## src/dpbm_pkg.sv

```systemverilog
// Shared types and constants of the decoded picture buffer manager.
// No dependencies; used by the controller, the datapath and the top level.
package dpbm_pkg;

    localparam int DPB_SLOTS = 32;
    localparam int SLOT_W    = (DPB_SLOTS > 1) ? $clog2(DPB_SLOTS) : 1;
    localparam int CUR_W     = SLOT_W + 1;
    localparam int CNT_W     = $clog2(DPB_SLOTS + 1);

    localparam logic signed [31:0] POC_MAX = 32'sh7fffffff;

    // slot marks
    localparam logic [3:0] MK_OUT   = 4'b0001;
    localparam logic [3:0] MK_SHORT = 4'b0010;
    localparam logic [3:0] MK_LONG  = 4'b0100;
    localparam logic [3:0] MK_BUMP  = 4'b1000;

    // result status codes
    localparam logic [1:0] ST_OK      = 2'd0;
    localparam logic [1:0] ST_DUP     = 2'd1;
    localparam logic [1:0] ST_FULL    = 2'd2;
    localparam logic [1:0] ST_CURRENT = 2'd3;

    // last short-term reference class (delta relative to current POC)
    localparam logic [2:0] CLS_ST_FOLLOW = 3'd2;

    // configuration register indexes
    localparam logic [1:0] CFG_REORDER  = 2'd0;
    localparam logic [1:0] CFG_MAX_PICS = 2'd1;
    localparam logic [1:0] CFG_POC_LSB  = 2'd2;

    typedef enum logic [2:0] {
        MODE_NEW_SEQ  = 3'd0,
        MODE_NEW_PIC  = 3'd1,
        MODE_BEGIN    = 3'd2,
        MODE_ADD_REF  = 3'd3,
        MODE_RELEASE  = 3'd4,
        MODE_OUTPUT   = 3'd5,
        MODE_BUMP     = 3'd6
    } t_mode;

    typedef enum logic [4:0] {
        OP_NONE,
        OP_LATCH,
        OP_NEW_SEQ,
        OP_BEGIN_MARK,
        OP_RELEASE,
        OP_SCAN_DUP,
        OP_ALLOC_PIC,
        OP_SCAN_MASK,
        OP_SCAN_EXACT,
        OP_REF_COMMIT,
        OP_SCAN_DROP,
        OP_SCAN_MIN,
        OP_OUT_COMMIT,
        OP_OUT_ADVANCE,
        OP_SCAN_FILL,
        OP_SCAN_BMIN,
        OP_SCAN_BMARK,
        OP_LOAD_RESULT
    } t_dp_op;

    typedef enum logic [3:0] {
        S_IDLE,
        S_DISPATCH,
        S_DUP_SCAN,
        S_PIC_COMMIT,
        S_MASK_SCAN,
        S_EXACT_SCAN,
        S_REF_COMMIT,
        S_DROP_SCAN,
        S_MIN_SCAN,
        S_OUT_DECIDE,
        S_FILL_SCAN,
        S_FILL_CHECK,
        S_BMIN_SCAN,
        S_BMARK_SCAN,
        S_RESULT
    } t_state;

    typedef struct packed {
        t_dp_op op;
    } t_dp_cmd;

    typedef struct packed {
        t_mode mode;
        logic  drop;
        logic  last;      // scan index on final slot
        logic  hold;      // output held back by reorder limit
        logic  found;
        logic  seq_eq;    // output sequence caught up with decode sequence
        logic  fill_ge;
        logic  out_free;  // output register can take a result
    } t_dp_stat;

endpackage

```

## src/dpbm_ctrl.sv

```systemverilog
// Controller of the decoded picture buffer manager: event sequencing FSM.
// Depends on dpbm_pkg; drives dpbm_datapath through command/status structs.
module dpbm_ctrl (
    input  logic               i_clk,
    input  logic               i_rst_n,
    input  logic               i_valid,
    output logic               o_ready,
    input  dpbm_pkg::t_dp_stat i_stat,
    output dpbm_pkg::t_dp_cmd  o_cmd
);

    dpbm_pkg::t_state r_state;
    dpbm_pkg::t_state n_state;

    always_ff @(posedge i_clk) begin
        if (!i_rst_n) begin
            r_state <= dpbm_pkg::S_IDLE;
        end else begin
            r_state <= n_state;
        end
    end

    assign o_ready = (r_state == dpbm_pkg::S_IDLE);

    always_comb begin
        n_state  = r_state;
        o_cmd.op = dpbm_pkg::OP_NONE;
        case (r_state)
            dpbm_pkg::S_IDLE: begin
                if (i_valid) begin
                    o_cmd.op = dpbm_pkg::OP_LATCH;
                    n_state  = dpbm_pkg::S_DISPATCH;
                end
            end
            dpbm_pkg::S_DISPATCH: begin
                case (i_stat.mode)
                    dpbm_pkg::MODE_NEW_SEQ: begin
                        o_cmd.op = dpbm_pkg::OP_NEW_SEQ;
                        n_state  = dpbm_pkg::S_RESULT;
                    end
                    dpbm_pkg::MODE_NEW_PIC: n_state = dpbm_pkg::S_DUP_SCAN;
                    dpbm_pkg::MODE_BEGIN: begin
                        o_cmd.op = dpbm_pkg::OP_BEGIN_MARK;
                        n_state  = dpbm_pkg::S_RESULT;
                    end
                    dpbm_pkg::MODE_ADD_REF: n_state = dpbm_pkg::S_MASK_SCAN;
                    dpbm_pkg::MODE_RELEASE: begin
                        o_cmd.op = dpbm_pkg::OP_RELEASE;
                        n_state  = dpbm_pkg::S_RESULT;
                    end
                    dpbm_pkg::MODE_OUTPUT:
                        n_state = i_stat.drop ? dpbm_pkg::S_DROP_SCAN : dpbm_pkg::S_MIN_SCAN;
                    dpbm_pkg::MODE_BUMP: n_state = dpbm_pkg::S_FILL_SCAN;
                    default: n_state = dpbm_pkg::S_RESULT;
                endcase
            end
            dpbm_pkg::S_DUP_SCAN: begin
                o_cmd.op = dpbm_pkg::OP_SCAN_DUP;
                if (i_stat.last) n_state = dpbm_pkg::S_PIC_COMMIT;
            end
            dpbm_pkg::S_PIC_COMMIT: begin
                o_cmd.op = dpbm_pkg::OP_ALLOC_PIC;
                n_state  = dpbm_pkg::S_RESULT;
            end
            dpbm_pkg::S_MASK_SCAN: begin
                o_cmd.op = dpbm_pkg::OP_SCAN_MASK;
                if (i_stat.last) n_state = dpbm_pkg::S_EXACT_SCAN;
            end
            dpbm_pkg::S_EXACT_SCAN: begin
                o_cmd.op = dpbm_pkg::OP_SCAN_EXACT;
                if (i_stat.last) n_state = dpbm_pkg::S_REF_COMMIT;
            end
            dpbm_pkg::S_REF_COMMIT: begin
                o_cmd.op = dpbm_pkg::OP_REF_COMMIT;
                n_state  = dpbm_pkg::S_RESULT;
            end
            dpbm_pkg::S_DROP_SCAN: begin
                o_cmd.op = dpbm_pkg::OP_SCAN_DROP;
                if (i_stat.last) n_state = dpbm_pkg::S_MIN_SCAN;
            end
            dpbm_pkg::S_MIN_SCAN: begin
                o_cmd.op = dpbm_pkg::OP_SCAN_MIN;
                if (i_stat.last) n_state = dpbm_pkg::S_OUT_DECIDE;
            end
            dpbm_pkg::S_OUT_DECIDE: begin
                if (i_stat.hold) begin
                    n_state = dpbm_pkg::S_RESULT;
                end else if (i_stat.found) begin
                    o_cmd.op = dpbm_pkg::OP_OUT_COMMIT;
                    n_state  = dpbm_pkg::S_RESULT;
                end else if (i_stat.seq_eq) begin
                    n_state = dpbm_pkg::S_RESULT;
                end else begin
                    // nothing left in this sequence: move on and rescan
                    o_cmd.op = dpbm_pkg::OP_OUT_ADVANCE;
                    n_state  = i_stat.drop ? dpbm_pkg::S_DROP_SCAN : dpbm_pkg::S_MIN_SCAN;
                end
            end
            dpbm_pkg::S_FILL_SCAN: begin
                o_cmd.op = dpbm_pkg::OP_SCAN_FILL;
                if (i_stat.last) n_state = dpbm_pkg::S_FILL_CHECK;
            end
            dpbm_pkg::S_FILL_CHECK: begin
                n_state = i_stat.fill_ge ? dpbm_pkg::S_BMIN_SCAN : dpbm_pkg::S_RESULT;
            end
            dpbm_pkg::S_BMIN_SCAN: begin
                o_cmd.op = dpbm_pkg::OP_SCAN_BMIN;
                if (i_stat.last) n_state = dpbm_pkg::S_BMARK_SCAN;
            end
            dpbm_pkg::S_BMARK_SCAN: begin
                o_cmd.op = dpbm_pkg::OP_SCAN_BMARK;
                if (i_stat.last) n_state = dpbm_pkg::S_RESULT;
            end
            dpbm_pkg::S_RESULT: begin
                if (i_stat.out_free) begin
                    o_cmd.op = dpbm_pkg::OP_LOAD_RESULT;
                    n_state  = dpbm_pkg::S_IDLE;
                end
            end
            default: n_state = dpbm_pkg::S_IDLE;
        endcase
    end

endmodule

```

## src/dpbm_datapath.sv

```systemverilog
// Datapath of the decoded picture buffer manager: slot store, scan unit,
// configuration and output registers. Depends on dpbm_pkg.
module dpbm_datapath (
    input  logic                i_clk,
    input  logic                i_rst_n,
    input  dpbm_pkg::t_dp_cmd   i_cmd,
    output dpbm_pkg::t_dp_stat  o_stat,
    input  logic [2:0]          i_mode,
    input  logic signed [31:0]  i_poc_value,
    input  logic                i_show_flag,
    input  logic [2:0]          i_ref_class,
    input  logic                i_flush,
    input  logic                i_drop_prior,
    input  logic                i_cfg_we,
    input  logic [1:0]          i_cfg_addr,
    input  logic [5:0]          i_cfg_data,
    input  logic                i_ready,
    output logic                o_valid,
    output logic [1:0]          o_status,
    output logic                o_has_picture,
    output logic [4:0]          o_slot,
    output logic signed [31:0]  o_picture_poc,
    output logic [2:0]          o_list_class
);

    localparam int SW = dpbm_pkg::SLOT_W;

    // slot store
    logic [dpbm_pkg::DPB_SLOTS-1:0] r_valid;
    logic [3:0]  r_marks [dpbm_pkg::DPB_SLOTS];
    logic [31:0] r_poc   [dpbm_pkg::DPB_SLOTS];
    logic [7:0]  r_seq   [dpbm_pkg::DPB_SLOTS];

    logic [7:0]                r_dec_seq;
    logic [7:0]                r_out_seq;
    logic [dpbm_pkg::CUR_W-1:0] r_cur_slot;
    logic [31:0]               r_cur_poc;

    logic [4:0] r_reorder;
    logic [5:0] r_max_pics;
    logic [4:0] r_poc_lsb;

    // scan state
    logic [SW-1:0]              r_idx;
    logic                       r_found;
    logic                       r_free_found;
    logic [dpbm_pkg::CNT_W-1:0] r_count;
    logic [SW-1:0]              r_fidx;
    logic [SW-1:0]              r_free_idx;
    logic [31:0]                r_fpoc;
    logic [3:0]                 r_fmarks;
    logic signed [31:0]         r_min;

    // latched item
    dpbm_pkg::t_mode r_mode;
    logic [31:0]     r_pv;
    logic [31:0]     r_target;
    logic [31:0]     r_mask;
    logic            r_show;
    logic [2:0]      r_cls;
    logic            r_flush;
    logic            r_drop;

    // working result and output register
    logic [1:0]  r_res_status;
    logic        r_res_has;
    logic [4:0]  r_res_slot;
    logic [31:0] r_res_poc;
    logic [2:0]  r_res_cls;
    logic        r_o_valid;
    logic [1:0]  r_o_status;
    logic        r_o_has;
    logic [4:0]  r_o_slot;
    logic [31:0] r_o_poc;
    logic [2:0]  r_o_cls;

    logic        w_v;
    logic [3:0]  w_m;
    logic [31:0] w_p;
    logic [7:0]  w_s;
    logic        w_in_dec;
    logic        w_in_out;
    logic        w_hit_dup;
    logic        w_hit_mask;
    logic        w_hit_exact;
    logic        w_hit_drop;
    logic        w_hit_min;
    logic        w_hit_fill;
    logic        w_hit_bmin;
    logic        w_hit_bmark;
    logic        w_last;
    logic        w_scan;
    logic        w_ref_cur;
    logic [SW-1:0] w_ref_idx;
    logic [3:0]  w_ref_base;
    logic [3:0]  w_ref_mark;
    logic [3:0]  w_drop_m;
    logic [3:0]  w_commit_m;

    assign w_v = r_valid[r_idx];
    assign w_m = r_marks[r_idx];
    assign w_p = r_poc[r_idx];
    assign w_s = r_seq[r_idx];

    assign w_in_dec    = w_v && (w_s == r_dec_seq);
    assign w_in_out    = w_v && (w_s == r_out_seq);
    assign w_hit_dup   = w_in_dec && (w_p == r_pv);
    assign w_hit_mask  = w_in_dec && ((w_p & r_mask) == r_target);
    assign w_hit_exact = w_in_dec && (w_p == r_target);
    assign w_hit_drop  = w_in_out && ((w_m & dpbm_pkg::MK_BUMP) == 4'd0) && (w_p != r_cur_poc);
    assign w_hit_min   = w_in_out && ((w_m & dpbm_pkg::MK_OUT) != 4'd0);
    assign w_hit_fill  = w_in_out && (w_m != 4'd0) && (w_p != r_cur_poc);
    assign w_hit_bmin  = w_in_out && (w_m == dpbm_pkg::MK_OUT) && (w_p != r_cur_poc)
                         && ($signed(w_p) < r_min);
    assign w_hit_bmark = w_in_out && ((w_m & dpbm_pkg::MK_OUT) != 4'd0)
                         && ($signed(w_p) <= r_min);

    assign w_drop_m   = w_m & ~dpbm_pkg::MK_OUT;
    assign w_commit_m = r_fmarks & ~(dpbm_pkg::MK_OUT | dpbm_pkg::MK_BUMP);

    assign w_ref_cur  = r_found && ({1'b0, r_fidx} == r_cur_slot);
    assign w_ref_idx  = r_found ? r_fidx : r_free_idx;
    assign w_ref_base = r_found ? r_fmarks : 4'd0;
    assign w_ref_mark = (w_ref_base & ~(dpbm_pkg::MK_SHORT | dpbm_pkg::MK_LONG))
                        | ((r_cls <= dpbm_pkg::CLS_ST_FOLLOW) ? dpbm_pkg::MK_SHORT
                                                               : dpbm_pkg::MK_LONG);

    assign w_last = (r_idx == SW'(dpbm_pkg::DPB_SLOTS - 1));
    assign w_scan = (i_cmd.op == dpbm_pkg::OP_SCAN_DUP)   || (i_cmd.op == dpbm_pkg::OP_SCAN_MASK)
                 || (i_cmd.op == dpbm_pkg::OP_SCAN_EXACT) || (i_cmd.op == dpbm_pkg::OP_SCAN_DROP)
                 || (i_cmd.op == dpbm_pkg::OP_SCAN_MIN)   || (i_cmd.op == dpbm_pkg::OP_SCAN_FILL)
                 || (i_cmd.op == dpbm_pkg::OP_SCAN_BMIN)  || (i_cmd.op == dpbm_pkg::OP_SCAN_BMARK);

    assign o_stat.mode     = r_mode;
    assign o_stat.drop     = r_drop;
    assign o_stat.last     = w_last;
    assign o_stat.hold     = !r_flush && (r_out_seq == r_dec_seq)
                             && (int'(r_count) <= int'(r_reorder));
    assign o_stat.found    = r_found;
    assign o_stat.seq_eq   = (r_out_seq == r_dec_seq);
    assign o_stat.fill_ge  = (int'(r_count) >= int'(r_max_pics));
    assign o_stat.out_free = !r_o_valid || i_ready;

    // control state and slot marks
    always_ff @(posedge i_clk) begin
        if (!i_rst_n) begin
            r_valid      <= '0;
            for (int i = 0; i < dpbm_pkg::DPB_SLOTS; i++) r_marks[i] <= 4'd0;
            r_dec_seq    <= 8'd0;
            r_out_seq    <= 8'd0;
            r_cur_slot   <= dpbm_pkg::CUR_W'(dpbm_pkg::DPB_SLOTS);
            r_cur_poc    <= 32'd0;
            r_reorder    <= 5'd0;
            r_max_pics   <= 6'd16;
            r_poc_lsb    <= 5'd8;
            r_idx        <= '0;
            r_found      <= 1'b0;
            r_free_found <= 1'b0;
            r_count      <= '0;
            r_o_valid    <= 1'b0;
        end else begin
            if (i_cfg_we) begin
                case (i_cfg_addr)
                    dpbm_pkg::CFG_REORDER:  r_reorder  <= i_cfg_data[4:0];
                    dpbm_pkg::CFG_MAX_PICS: r_max_pics <= i_cfg_data;
                    dpbm_pkg::CFG_POC_LSB:  r_poc_lsb  <= i_cfg_data[4:0];
                    default: ;
                endcase
            end
            if (i_cmd.op == dpbm_pkg::OP_LOAD_RESULT) begin
                r_o_valid <= 1'b1;
            end else if (r_o_valid && i_ready) begin
                r_o_valid <= 1'b0;
            end
            if (w_scan) r_idx <= w_last ? '0 : r_idx + SW'(1);

            case (i_cmd.op)
                dpbm_pkg::OP_LATCH: begin
                    r_found      <= 1'b0;
                    r_free_found <= 1'b0;
                    r_count      <= '0;
                end
                dpbm_pkg::OP_NEW_SEQ: begin
                    for (int i = 0; i < dpbm_pkg::DPB_SLOTS; i++) begin
                        if (r_valid[i]) begin
                            r_marks[i] <= r_marks[i] & ~(dpbm_pkg::MK_SHORT | dpbm_pkg::MK_LONG);
                            if ((r_marks[i] & ~(dpbm_pkg::MK_SHORT | dpbm_pkg::MK_LONG)) == 4'd0)
                                r_valid[i] <= 1'b0;
                        end
                    end
                    r_cur_slot <= dpbm_pkg::CUR_W'(dpbm_pkg::DPB_SLOTS);
                    r_dec_seq  <= r_dec_seq + 8'd1;
                end
                dpbm_pkg::OP_BEGIN_MARK: begin
                    for (int i = 0; i < dpbm_pkg::DPB_SLOTS; i++) begin
                        if (dpbm_pkg::CUR_W'(i) != r_cur_slot)
                            r_marks[i] <= r_marks[i] & ~(dpbm_pkg::MK_SHORT | dpbm_pkg::MK_LONG);
                    end
                end
                dpbm_pkg::OP_RELEASE: begin
                    for (int i = 0; i < dpbm_pkg::DPB_SLOTS; i++) begin
                        if (r_valid[i] && (r_marks[i] == 4'd0)) r_valid[i] <= 1'b0;
                    end
                end
                dpbm_pkg::OP_SCAN_DUP: begin
                    if (w_hit_dup) r_found <= 1'b1;
                    if (!w_v) r_free_found <= 1'b1;
                end
                dpbm_pkg::OP_ALLOC_PIC: begin
                    if (!r_found && r_free_found) begin
                        r_valid[r_free_idx] <= 1'b1;
                        r_marks[r_free_idx] <= dpbm_pkg::MK_SHORT | {3'd0, r_show};
                        r_cur_slot          <= {1'b0, r_free_idx};
                        r_cur_poc           <= r_pv;
                    end
                end
                dpbm_pkg::OP_SCAN_MASK: begin
                    if (w_hit_mask) r_found <= 1'b1;
                    if (!w_v) r_free_found <= 1'b1;
                end
                dpbm_pkg::OP_SCAN_EXACT: begin
                    if (w_hit_exact) r_found <= 1'b1;
                end
                dpbm_pkg::OP_REF_COMMIT: begin
                    if (!w_ref_cur && (r_found || r_free_found)) begin
                        r_marks[w_ref_idx] <= w_ref_mark;
                        r_valid[w_ref_idx] <= 1'b1;
                    end
                end
                dpbm_pkg::OP_SCAN_DROP: begin
                    if (w_hit_drop) begin
                        r_marks[r_idx] <= w_drop_m;
                        if (w_drop_m == 4'd0) r_valid[r_idx] <= 1'b0;
                    end
                end
                dpbm_pkg::OP_SCAN_MIN: begin
                    if (w_hit_min) begin
                        r_count <= r_count + dpbm_pkg::CNT_W'(1);
                        r_found <= 1'b1;
                    end
                end
                dpbm_pkg::OP_OUT_COMMIT: begin
                    r_marks[r_fidx] <= w_commit_m;
                    if (w_commit_m == 4'd0) r_valid[r_fidx] <= 1'b0;
                end
                dpbm_pkg::OP_OUT_ADVANCE: begin
                    r_out_seq <= r_out_seq + 8'd1;
                    r_found   <= 1'b0;
                    r_count   <= '0;
                end
                dpbm_pkg::OP_SCAN_FILL: begin
                    if (w_hit_fill) r_count <= r_count + dpbm_pkg::CNT_W'(1);
                end
                dpbm_pkg::OP_SCAN_BMARK: begin
                    if (w_hit_bmark) r_marks[r_idx] <= w_m | dpbm_pkg::MK_BUMP;
                end
                default: ;
            endcase
        end
    end

    // payload: slot POC/sequence, latched item, scan captures, results
    always_ff @(posedge i_clk) begin
        case (i_cmd.op)
            dpbm_pkg::OP_LATCH: begin
                r_mode       <= dpbm_pkg::t_mode'(i_mode);
                r_pv         <= i_poc_value;
                r_target     <= (i_ref_class <= dpbm_pkg::CLS_ST_FOLLOW)
                                ? r_cur_poc + i_poc_value : i_poc_value;
                r_mask       <= (32'd1 << r_poc_lsb) - 32'd1;
                r_show       <= i_show_flag;
                r_cls        <= i_ref_class;
                r_flush      <= i_flush;
                r_drop       <= i_drop_prior;
                r_min        <= dpbm_pkg::POC_MAX;
                r_res_status <= dpbm_pkg::ST_OK;
                r_res_has    <= 1'b0;
                r_res_slot   <= 5'd0;
                r_res_poc    <= 32'd0;
                r_res_cls    <= (i_mode == dpbm_pkg::MODE_ADD_REF) ? i_ref_class : 3'd0;
            end
            dpbm_pkg::OP_SCAN_DUP: begin
                if (!w_v && !r_free_found) r_free_idx <= r_idx;
            end
            dpbm_pkg::OP_ALLOC_PIC: begin
                if (r_found) begin
                    r_res_status <= dpbm_pkg::ST_DUP;
                end else if (!r_free_found) begin
                    r_res_status <= dpbm_pkg::ST_FULL;
                end else begin
                    r_poc[r_free_idx] <= r_pv;
                    r_seq[r_free_idx] <= r_dec_seq;
                    r_res_has         <= 1'b1;
                    r_res_slot        <= 5'(r_free_idx);
                    r_res_poc         <= r_pv;
                end
            end
            dpbm_pkg::OP_SCAN_MASK: begin
                if (!w_v && !r_free_found) r_free_idx <= r_idx;
                if (w_hit_mask && !r_found) begin
                    r_fidx   <= r_idx;
                    r_fpoc   <= w_p;
                    r_fmarks <= w_m;
                end
            end
            dpbm_pkg::OP_SCAN_EXACT: begin
                if (w_hit_exact && !r_found) begin
                    r_fidx   <= r_idx;
                    r_fpoc   <= w_p;
                    r_fmarks <= w_m;
                end
            end
            dpbm_pkg::OP_REF_COMMIT: begin
                if (w_ref_cur) begin
                    r_res_status <= dpbm_pkg::ST_CURRENT;
                end else if (!r_found && !r_free_found) begin
                    r_res_status <= dpbm_pkg::ST_FULL;
                end else begin
                    if (!r_found) begin
                        r_poc[r_free_idx] <= r_target;
                        r_seq[r_free_idx] <= r_dec_seq;
                    end
                    r_res_has  <= 1'b1;
                    r_res_slot <= 5'(w_ref_idx);
                    r_res_poc  <= r_found ? r_fpoc : r_target;
                end
            end
            dpbm_pkg::OP_SCAN_MIN: begin
                if (w_hit_min && (!r_found || ($signed(w_p) < r_min))) begin
                    r_min    <= $signed(w_p);
                    r_fidx   <= r_idx;
                    r_fmarks <= w_m;
                end
            end
            dpbm_pkg::OP_OUT_COMMIT: begin
                r_res_has  <= 1'b1;
                r_res_slot <= 5'(r_fidx);
                r_res_poc  <= r_min;
            end
            dpbm_pkg::OP_SCAN_BMIN: begin
                if (w_hit_bmin) r_min <= $signed(w_p);
            end
            dpbm_pkg::OP_LOAD_RESULT: begin
                r_o_status <= r_res_status;
                r_o_has    <= r_res_has;
                r_o_slot   <= r_res_slot;
                r_o_poc    <= r_res_poc;
                r_o_cls    <= r_res_cls;
            end
            default: ;
        endcase
    end

    assign o_valid       = r_o_valid;
    assign o_status      = r_o_status;
    assign o_has_picture = r_o_has;
    assign o_slot        = r_o_slot;
    assign o_picture_poc = r_o_poc;
    assign o_list_class  = r_o_cls;

endmodule

```

## src/decoded_picture_buffer_manager_top.sv

```systemverilog
// Decoded picture buffer manager, top level: controller plus datapath.
// Depends on dpbm_pkg, dpbm_ctrl and dpbm_datapath.
//
// One event per input transfer, one result transfer per event. The slot
// store is walked one slot a cycle by a single scan unit. A new picture
// takes one pass over the slots, add reference two, bump one or three, and
// new sequence, begin marking, release and unused modes none, before the
// result is committed and loaded. An output request makes one or two passes
// per sequence examined, and may walk forward through up to 256 sequence
// tags. The next event is accepted as soon as the result has moved into
// the output register, even if it has not yet been taken.
module decoded_picture_buffer_manager_top (
    input  logic               i_clk,
    input  logic               i_rst_n,
    input  logic               i_valid,
    output logic               o_ready,
    input  logic [2:0]         i_mode,
    input  logic signed [31:0] i_poc_value,
    input  logic               i_show_flag,
    input  logic [2:0]         i_ref_class,
    input  logic               i_flush,
    input  logic               i_drop_prior,
    output logic               o_valid,
    input  logic               i_ready,
    output logic [1:0]         o_status,
    output logic               o_has_picture,
    output logic [4:0]         o_slot,
    output logic signed [31:0] o_picture_poc,
    output logic [2:0]         o_list_class,
    input  logic               i_cfg_we,
    input  logic [1:0]         i_cfg_addr,
    input  logic [5:0]         i_cfg_data
);

    dpbm_pkg::t_dp_cmd  w_cmd;
    dpbm_pkg::t_dp_stat w_stat;

    dpbm_ctrl u_ctrl (
        .i_clk   (i_clk),
        .i_rst_n (i_rst_n),
        .i_valid (i_valid),
        .o_ready (o_ready),
        .i_stat  (w_stat),
        .o_cmd   (w_cmd)
    );

    dpbm_datapath u_dp (
        .i_clk         (i_clk),
        .i_rst_n       (i_rst_n),
        .i_cmd         (w_cmd),
        .o_stat        (w_stat),
        .i_mode        (i_mode),
        .i_poc_value   (i_poc_value),
        .i_show_flag   (i_show_flag),
        .i_ref_class   (i_ref_class),
        .i_flush       (i_flush),
        .i_drop_prior  (i_drop_prior),
        .i_cfg_we      (i_cfg_we),
        .i_cfg_addr    (i_cfg_addr),
        .i_cfg_data    (i_cfg_data),
        .i_ready       (i_ready),
        .o_valid       (o_valid),
        .o_status      (o_status),
        .o_has_picture (o_has_picture),
        .o_slot        (o_slot),
        .o_picture_poc (o_picture_poc),
        .o_list_class  (o_list_class)
    );

`ifndef SYNTHESIS
    // a result is only loaded when it cannot overwrite a pending transfer
    a_load_free: assert property (@(posedge i_clk) disable iff (!i_rst_n)
        (w_cmd.op == dpbm_pkg::OP_LOAD_RESULT) |-> w_stat.out_free)
        else $error("result loaded over pending output");

    a_busy_after_latch: assert property (@(posedge i_clk) disable iff (!i_rst_n)
        (w_cmd.op == dpbm_pkg::OP_LATCH) |=> !o_ready)
        else $error("input ready while event in progress");

    a_fail_no_slot: assert property (@(posedge i_clk) disable iff (!i_rst_n)
        (o_valid && (o_status != dpbm_pkg::ST_OK)) |-> !o_has_picture)
        else $error("failed event reports a slot");
`endif

endmodule
```

## config.mk

```make
export PLATFORM = sky130hd
export DESIGN_NAME = decoded_picture_buffer_manager_top
export DESIGN_NICKNAME = d
export VERILOG_FILES = /design/src/dpbm_pkg.sv /design/src/dpbm_ctrl.sv /design/src/dpbm_datapath.sv /design/src/decoded_picture_buffer_manager_top.sv
export SDC_FILE = /design/constraint.sdc
export NUM_CORES = 2
export LEC_CHECK = 0
export BUFFER_PORTS_ARGS = -buffer_cell sky130_fd_sc_hd__buf_4
export CELL_PAD_IN_SITES_DETAIL_PLACEMENT = 0
export CELL_PAD_IN_SITES_GLOBAL_PLACEMENT = 1
export CORE_ASPECT_RATIO = 0.7
export CORE_MARGIN = 1
export CORE_UTILIZATION = 31
export CTS_CLUSTER_DIAMETER = 150
export DETAILED_ROUTE_END_ITERATION = 10
export MAX_ROUTING_LAYER = met4
export PLACE_DENSITY_LB_ADDON = 0.1
export SYNTH_ARGS = -nofsm -noshare
export SYNTH_HDL_FRONTEND = slang
export SYNTH_SLANG_ARGS = --single-unit
```

## constraint.sdc

```tcl
create_clock -name i_clk -period 13.3 [get_ports i_clk]
set_input_delay 1.33 -clock i_clk [delete_from_list [all_inputs] [get_ports i_clk]]
set_output_delay 1.33 -clock i_clk [all_outputs]
set_load 0.02 [all_outputs]
```

==> results.sh <==
export IMPL_rows=154
export IMPL_r2r_cells=20
export IMPL_finalCriticalPeriod_ps=9470
export IMPL_synth_top_area_share_pct=64.0
export IMPL_synth_area_leaders="edfxtp_1 64%, mux4_2 6.7%, mux2i_1 4.1%"
export IMPL_p_sw_share_pct=31.2
export IMPL_wirelength_um=292000
export IMPL_cts_root_buf="clkbuf_16"
export IMPL_layout_drive_gt1_share_pct=16.3
export IMPL_fp_dieH_um=424
export IMPL_clock_latency_ps=850
export IMPL_cts_sinks=1802
export IMPL_hold_path_class="flip-flop to flip-flop"
export IMPL_synthArstFlopShare_pct=0
export IMPL_cts_buffer_depth=4
export IMPL_dieArea_um2=256000
export IMPL_stdcell_count=8810
export IMPL_cts_setup_buffers=0
export IMPL_reg2reg_slack_ps=3830
export IMPL_grt_pass1_wl_um=400000
export IMPL_yosysWarnings=0
export IMPL_die_w_um=604
export IMPL_finalSetupTns_ps=0
export IMPL_ioPinCount=99
export IMPL_vias=49228
export IMPL_placed_cells=8469
export IMPL_grt_pass1_vias=46981
export IMPL_synth_edf_count=1677
export IMPL_via_per_inst=5.59
export IMPL_syn_instance_count=5204
export IMPL_p_int_mw=10.7
export IMPL_p_clk_share_pct=33.8
export IMPL_htreeDepth=4
export IMPL_tightest_slew_ps=1400
export IMPL_ctsResizeCount=0
export IMPL_holdWs_ps=416
export IMPL_endpoint_kind="flip-flop"
export IMPL_syn_avg_cell_area_um2=15.1
export IMPL_drc=0
export IMPL_io_buffers=98
export IMPL_ys_types=95
export IMPL_nets=5445
export IMPL_clkSlewWorstSetupHoldPaths_ps=70
export IMPL_area_growth_pct=13.8
export IMPL_fin_crit_sh_pct=71.2
export IMPL_wl_per_cell_um=33.2
export IMPL_worst_setup_path_start_kind="flip-flop"
export IMPL_p_sw_mw=4.86
export IMPL_rr_endpoint="u_dp.r_marks[15][3]"
export IMPL_p_comb_share_pct=20.6
export IMPL_gp_congestion=0.937
export IMPL_design_core_area_um2=252000
export IMPL_synth_ff_type="edfxtp_1"
export IMPL_required_ps=13810
export IMPL_p_leak_nw=27.9
export IMPL_max_cap_violations=0
export IMPL_dp_hpwl_um=182000
export IMPL_rsz0062_at_grt="false"
export IMPL_cts_tree="done"
export IMPL_outcome="completed"
export IMPL_power_density_nw_per_um2=174
export IMPL_track_usage_pct=23.0
export IMPL_relSlewSlack_pct=5.94
export IMPL_sequentialPowerShare_pct=45.6
export IMPL_cts_buffers_inserted=190
export IMPL_hold_viol=0
export IMPL_ys_seq_area_share_pct=67.1
export IMPL_yosys_area_top_type="edfxtp_1"
export IMPL_ys_ff_latch=1802
export IMPL_start_util_pct=31.2
export IMPL_fmax_mhz=106
export IMPL_first_pass_iters=6
export IMPL_drt_iter0_markers=5677
export IMPL_synthesis_area_um2=78700
export IMPL_layout_commonest_cell="edfxtp_1"
export IMPL_grt_ovfl_total=0
export IMPL_antenna_found_initial=2
export IMPL_slew_viol_final=0
export IMPL_critical_path_class="flip-flop to flip-flop"
export IMPL_grt_max_degree=112
export IMPL_worstSetupEndpoint="u_dp.r_marks[15][3]"
export IMPL_cp_arrival_ps=9980
export IMPL_path_max_fanout=46
export IMPL_ctsHoldBuffers=0
export IMPL_ir_drop_v=0.0000929
export IMPL_setup_viol=0
export IMPL_synth_fp_nets=5342
export IMPL_fin_util_pct=35.5
export IMPL_finalClockSkew_ps=70.2
export IMPL_ant_nets=0
export IMPL_final_cell_mix="1,677 x edfxtp_1, 323 x mux2i_1, 293 x nor2_1"
## power by group through the flow
stage          sequential, mW  clock, mW  combinational, mW
2_1_floorplan            6.97          0               2.05
3_3_place_gp             7.23          0               3.21
3_5_place_dp             7.23          0               3.20
4_1_cts                  7.11       5.39               3.21
5_1_grt                  7.14       5.59               3.40
6_report                 7.12       5.28               3.21
## metrics by stage
stage	cell area, µm²	power [mW]	setup WS, ps
after floorplan	78700	9.03	6630
after global placement	83700	10.4	4000
after detailed placement	83700	10.4	3900
after CTS	89600	15.7	3870
after global routing	89600	16.1	3370
final	89600	15.6	3830
## synth_stat cells (18+ instances only)
cell type and n:
buf_1 24, o22ai_1 30, a211oi_1 18, a2111oi_0 19, nand2_1 275, mux4_2 233
xor2_1 76, and3_1 19, o211ai_1 53, a22oi_1 159, nand2b_1 39, nor2_1 333
o21ba_2 24, clkbuf_1 177, nand4_1 40, nor4_1 76, a21o_1 24, a22o_1 47
o21ai_0 118, mux2i_1 323, nor3_1 52, a221o_1 36, or3_1 19, nand3_1 112
ha_1 83, a221oi_1 22, a31oi_1 54, buf_4 26, buf_2 67, edfxtp_1 1677
a21oi_1 226, mux2_2 44, o221ai_1 32, o31ai_1 27, inv_1 119, xnor2_1 84
nor2b_1 30, nor3b_1 19, dfxtp_1 125
## layout make-up
cell class                 count  area (µm²)
clock inverter                90         838
tap                         3354        4200
timing repair buffer         219        1690
clock buffer                 247        5090
fill                       24053      162000
antenna                        4        10.0
inverter                     121         459
multi-input combinational   2973       24400
sequential                  1802       52900
## per-layer routing
metal	wire length, µm	global-route usage, %
met5	0	-
met3	19000	3.52
met2	125000	32.6
met1	144000	35.1
met4	4320	3.38
## how the worst min path moves through the flow
stage / start / to / slack (ps) / depth (start not counted)
finish: u_dp.r_res_poc[30] / u_dp.o_picture_poc[30] / 420 / 0
floorplan: u_dp.r_res_has / u_dp.o_has_picture / 400 / 0
CTS: u_dp.r_res_poc[12] / u_dp.o_picture_poc[12] / 420 / 0
global route: u_dp.r_res_poc[30] / u_dp.o_picture_poc[30] / 420 / 0
detailed placement: u_dp.r_res_poc[12] / u_dp.o_picture_poc[12] / 400 / 0
global placement: u_dp.r_res_cls[1] / u_dp.o_list_class[1] / 400 / 0
## cells by family after synthesis
logic type      count (synthesis)  share of synthesized area, %
flops                        1802                          67.1
simple gates                 1111                          6.87
compound gates               1017                          9.04
mux                           600                          11.4
buf+inv                       429                          2.42
xor+xnor                      160                          1.78
fa+ha+maj                      84                          1.34
other cells                     1                       0.00476
## registers in the layout (all words and copies together), names as in the netlist, 6 cells and up, named ones only
name and cells:
u_dp.r_fpoc 32, u_dp.r_pv 32, u_dp.r_max_pics 6, u_dp.o_picture_poc 32, u_dp.r_seq 256, u_dp.r_cur_poc 32, u_dp.r_out_seq 8, u_dp.r_marks 128
u_dp.r_res_poc 32, u_dp.r_valid 32, u_dp.r_mask 32, u_dp.r_cur_slot 6, u_dp.r_target 32, u_dp.r_poc 1024, u_dp.r_min 32, u_dp.r_dec_seq 8
u_dp.r_count 6
## critical path, stage by stage, from the launching register on
cell and delay, ps:
dfxtp_4 800, buf_4 720, buf_4 790, mux4_2 590, a22o_1 270, a31oi_1 380
nand2_1 390, ha_1 480, nand4_1 80, or2_2 340, nor4_1 350, a21boi_0 410
o21ai_0 600, nor4b_1 360, buf_4 200, and2_1 200, nor3_1 490, o31a_1 250
buf_4 410, nand2_1 440, o21ai_0 420
(Power assumes the default switching activity.)
